[src/hdl/kti_pkg.sv]
// ----------------------------------------------------------------------------
// kti_pkg
// Shared types and constants of the keyframe track interpolator.
// ----------------------------------------------------------------------------
package kti_pkg;

  localparam int unsigned Frames   = 64;
  localparam int unsigned IdxW     = 6;
  localparam int unsigned ChanW    = 24;
  localparam int unsigned Channels = 5;
  localparam int unsigned EntryW   = ChanW * Channels;
  localparam int unsigned DistW    = IdxW + 1;
  localparam int unsigned ProdW    = ChanW + 1 + DistW + 1;

  localparam logic ReqWrite = 1'b0;
  localparam logic ReqRead  = 1'b1;

  typedef logic [ChanW-1:0]  chan_t;
  typedef logic [EntryW-1:0] entry_t;

  // request from the sequencer to the divider
  typedef struct packed {
    logic                    start;
    logic signed [ProdW-1:0] num;
    logic [DistW-1:0]        den;
  } div_req_t;

  typedef struct packed {
    logic                    done;
    logic signed [ProdW-1:0] quot;
  } div_rsp_t;

endpackage

[src/hdl/kti_div.sv]
// ----------------------------------------------------------------------------
// kti_div
// Serial signed divider, one quotient bit a cycle, truncating toward zero.
// ----------------------------------------------------------------------------
module kti_div (
  input  logic               clk_i,
  input  logic               rst_ni,
  input  kti_pkg::div_req_t  req_i,
  output kti_pkg::div_rsp_t  rsp_o
);

  localparam int unsigned W  = kti_pkg::ProdW;
  localparam int unsigned DW = kti_pkg::DistW;
  localparam int unsigned CW = $clog2(W + 1);

  logic [W-1:0]  quo_q, quo_d;
  logic [DW:0]   rem_q, rem_d;
  logic [DW-1:0] den_q, den_d;
  logic          neg_q, neg_d;
  logic [CW-1:0] cnt_q, cnt_d;
  logic          busy_q, busy_d;
  logic          done_q, done_d;
  logic [DW:0]   trial;
  logic [DW:0]   shifted;

  always_comb begin
    quo_d   = quo_q;
    rem_d   = rem_q;
    den_d   = den_q;
    neg_d   = neg_q;
    cnt_d   = cnt_q;
    busy_d  = busy_q;
    done_d  = 1'b0;
    shifted = {rem_q[DW-1:0], quo_q[W-1]};
    trial   = shifted - {1'b0, den_q};
    if (req_i.start) begin
      neg_d  = req_i.num[W-1];
      quo_d  = req_i.num[W-1] ? W'(-req_i.num) : W'(req_i.num);
      rem_d  = '0;
      den_d  = req_i.den;
      cnt_d  = CW'(W);
      busy_d = 1'b1;
    end else if (busy_q) begin
      if (!trial[DW]) begin
        rem_d = trial;
        quo_d = {quo_q[W-2:0], 1'b1};
      end else begin
        rem_d = shifted;
        quo_d = {quo_q[W-2:0], 1'b0};
      end
      cnt_d = cnt_q - 1'b1;
      if (cnt_q == CW'(1)) begin
        busy_d = 1'b0;
        done_d = 1'b1;
      end
    end
  end

  always_ff @(posedge clk_i or negedge rst_ni) begin
    if (!rst_ni) begin
      busy_q <= 1'b0;
      done_q <= 1'b0;
      cnt_q  <= '0;
    end else begin
      busy_q <= busy_d;
      done_q <= done_d;
      cnt_q  <= cnt_d;
    end
  end

  always_ff @(posedge clk_i) begin
    quo_q <= quo_d;
    rem_q <= rem_d;
    den_q <= den_d;
    neg_q <= neg_d;
  end

  assign rsp_o.done = done_q;
  assign rsp_o.quot = neg_q ? -$signed(quo_q) : $signed(quo_q);

endmodule

[config.mk]
export PLATFORM = sky130hd
export DESIGN_NAME = kti_div
export DESIGN_NICKNAME = d
export VERILOG_FILES = /design/src/hdl/kti_pkg.sv /design/src/hdl/kti_div.sv
export SDC_FILE = /design/constraint.sdc
export NUM_CORES = 1
export LEC_CHECK = 0
export ABC_AREA = 1
export ABC_CLOCK_PERIOD_IN_PS = 2200
export BUFFER_PORTS_ARGS = -buffer_cell sky130_fd_sc_hd__buf_2
export CORE_MARGIN = 1.5
export CORE_UTILIZATION = 55
export CTS_BUF_LIST = sky130_fd_sc_hd__clkbuf_4 sky130_fd_sc_hd__clkbuf_8
export CTS_CLUSTER_DIAMETER = 150
export DETAILED_ROUTE_END_ITERATION = 7
export GPL_TIMING_DRIVEN = 1
export PLACE_DENSITY_LB_ADDON = 0.12
export SETUP_SLACK_MARGIN = 0.2
export SYNTH_ARGS = -nofsm -noshare
export SYNTH_HDL_FRONTEND = slang
export SYNTH_SLANG_ARGS = --single-unit
[constraint.sdc]
create_clock -name clk_i -period 2.2 [get_ports clk_i]
set_clock_uncertainty 0.05 [all_clocks]
set_input_delay 0 -clock clk_i [delete_from_list [all_inputs] [get_ports clk_i]]
set_output_delay 0 -clock clk_i [all_outputs]
set_load 0.01 [all_outputs]
==> flow_metrics.tcl <==
set metrics [dict create \
    antenna_found_initial 0 \
    drc 0 \
    wl_per_cell_um 14.2 \
    place.detailed.hpwl_um 9580 \
    boundaryPins 77 \
    power.share.switching 0.426 \
    maxSlewHeadroom 0.588 \
    outcome "finished clean" \
    critPathRequiredTime_ns 2.15 \
    place_ws_ns 0.380 \
    track_usage 0.268 \
    port_buffers 76 \
    clockBufferDepth 2 \
    period_minus_slack_ns 2.01 \
    nFillCells 725 \
    path_clk_slew_ns 0.10 \
    synth_edf_count 41 \
    worstSetupStartpointType "flip-flop" \
    grt_max_degree 35 \
    htree_levels 2 \
    report.final.slew_viol_count 0 \
    p_leak_nw 2.79 \
    firstDrtPassIters 5 \
    setup-tns-final_ns 0 \
    ys.flop_type "edfxtp_1" \
    drt_wl_total_um 12600 \
    synthCells 686 \
    gp_congestion 0.922 \
    min_path_type "input pin to flip-flop" \
    final_cell_mix "nand2_1, inv_1, buf_2, nand3_1, nor2_1" \
    cp_max_fo 4 \
    avgSynthCellArea_um2 6.98 \
    drtIter0Drc 355 \
    n_antenna_cell 0 \
    synth.distinct_cells 45 \
    mostFrequentLayoutCell "nand2_1" \
    ir_drop_v 0.000390 \
    die_h_um 96.3 \
    nNetsFinal 837 \
    syn_to_final_growth_pct 18.5 \
    critPathArrivalTime_ns 1.96 \
    critPathCaptureType "output port" \
    seqPwrFrac 0.388 \
    grt_pass1_vias 4012 \
    clock_sinks 56 \
    vias 4809 \
    final_layout_size_suffix_gt1_frac 0.220 \
    seq_area_frac_synth 0.328 \
    rsz0062_at_grt "yes" \
    power_frac_comb 0.470 \
    power_frac_clock 0.142 \
    ys_warn_count 0 \
    switchingPower_mw 1.74 \
    rows 33 \
    ys_ff_latch 56 \
    viasPerCell 5.42 \
    max_freq_mhz 498 \
    coreArea_um2 8340 \
    cell_internal_pwr_mw 2.34 \
    finalWorstSetupSlack_ns 0.193 \
    antenna_left 0 \
    syn-cell-area_um2 4790 \
    async_flop_share 0.143 \
    fp.dieW_um 96.3 \
    tritoncts "built" \
    dieArea_um2 9280 \
    tightest_slew_ns 0.616 \
    hold_viol 0 \
    synth_fp_nets 741 \
    cts_buffers 5 \
    clock_latency_ns 0.31 \
    maxCapViolations 0 \
    r2r_slack_ns 0.35 \
    grt_pass1_wl_um 19200 \
    min_period_over_period 0.912 \
    setup_viol_count_final 0 \
    root_buffer "clkbuf_8" \
    grt_overflow 0 \
    power.density_nw_per_um2 720 \
    criticalPathCategory "flip-flop to output port" \
    start_util 0.574 \
]
[path summary, 6_finish.rpt]
kind | startpoint | end | cells past startpoint
hold reg to reg | rem_q[1] | rem_q[1] | 2
setup / recovery | quo_q[11] | rsp_o[32] | 11
min in group asynchronous | rst_ni | cnt_q[0] | 3
hold / removal | req_i[30] | quo_q[23] | 4
max in group asynchronous | rst_ni | done_q | 3
setup reg to reg | quo_q[32] | rem_q[4] | 10
[stage by stage]
step,std cells,area (µm²),utilization,hold slack (ns),power (mW)
2_1_floorplan,686,4790,-,-0.346,2.81
3_3_place_gp,858,5270,0.632,-0.204,3.28
3_5_place_dp,858,5270,0.632,-0.199,3.32
4_1_cts,875,5460,0.655,0.0355,3.91
5_1_grt,888,5680,0.681,0.0366,4.40
6_report,888,5680,0.681,0.0408,4.08
[sequential cells by signal, summed over array words and instances, names as in the netlist]
| name | flops |
|---|---|
| done_q | 1 |
| cnt_q | 6 |
| den_q | 7 |
| quo_q | 33 |
| rem_q | 7 |
| busy_q | 1 |
| neg_q | 1 |
[timing repair]
| item | 4_1_cts | 5_1_grt |
|---|---|---|
| hold buffers | 9 | 0 |
| buffers inserted | 0 | 13 |
| hold endpoints to repair | 15 | 0 |
| gates resized for setup | 1 | 29 |
| endpoints found under the setup margin | 1 | 17 |
| pin swaps | 0 | 8 |
[routing by layer]
layer  vias up  part of all wire  global-route usage
li1       2432                 -                   -
met1      2146              0.48               0.414
met2       219              0.43               0.401
met3        12             0.081              0.0348
met4         0            0.0083              0.0483
met5         -                 0                   0
[critical path: stages, from the launching register on]
cell	delay (ns)
edfxtp_1	0.47
nor2_1	0.25
nand3_2	0.17
nor2_2	0.18
nand2_1	0.10
clkinv_1	0.08
nand3_1	0.06
nand2_1	0.07
nand2_1	0.05
nand2_1	0.05
nand2_1	0.05
buf_2	0.13
[cell type report]
type / count / area (µm²) / area share
repair buffers: 107 / 636 / 0.112
clock buffers: 5 / 68.8 / 0.0121
inverters: 90 / 338 / 0.0595
multi-input cells: 522 / 2910 / 0.512
clock inverters: 3 / 25.0 / 0.00441
flip-flops and latches: 56 / 1570 / 0.277
well taps: 105 / 131 / 0.0231
[power groups by stage]
| stage | logic [mW] | registers, mW | clock network (mW) |
|---|---|---|---|
| 2_1_floorplan | 1.29 | 1.52 | 0 |
| 3_3_place_gp | 1.69 | 1.59 | 0 |
| 4_1_cts | 1.75 | 1.57 | 0.593 |
| 6_report | 1.92 | 1.59 | 0.581 |
| 3_5_place_dp | 1.72 | 1.59 | 0 |
| 5_1_grt | 2.15 | 1.60 | 0.639 |
[cells in the mapped netlist, types with 2 or more instances]
cell,count,area [µm²]
o21ai_0,44,220
nand2_4,3,33.8
nand2_2,12,75.1
nand3_1,75,375
clkbuf_1,5,18.8
nor2_4,3,33.8
nor3_2,3,30.0
o21ai_2,4,35.0
nor4_1,3,18.8
o21ai_1,8,40.0
nand2_1,187,702
buf_4,4,30.0
inv_1,87,327
xor2_1,26,228
a31oi_1,2,12.5
inv_2,2,7.51
nor2_2,9,56.3
nand3b_1,12,90.1
ha_1,11,138
edfxtp_1,41,1230
a21oi_1,8,40.0
dfxtp_1,7,140
nor3_1,8,40.0
xnor2_1,9,78.8
buf_2,8,40.0
dfrtp_1,8,200
nand3_2,3,30.0
nor2_1,61,229
nand4_1,17,106
[cells by family after synthesis]
group                      Yosys count  synth area share
DFF                                 56             0.328
and+or+nand+nor                    404             0.400
adders and majority gates           12            0.0329
xor gates and xnor gates            35            0.0640
buffers and inverters              108            0.0914
AOI/OAI and AO/OA                   71            0.0833
Power figures use the tool's default switching activity.
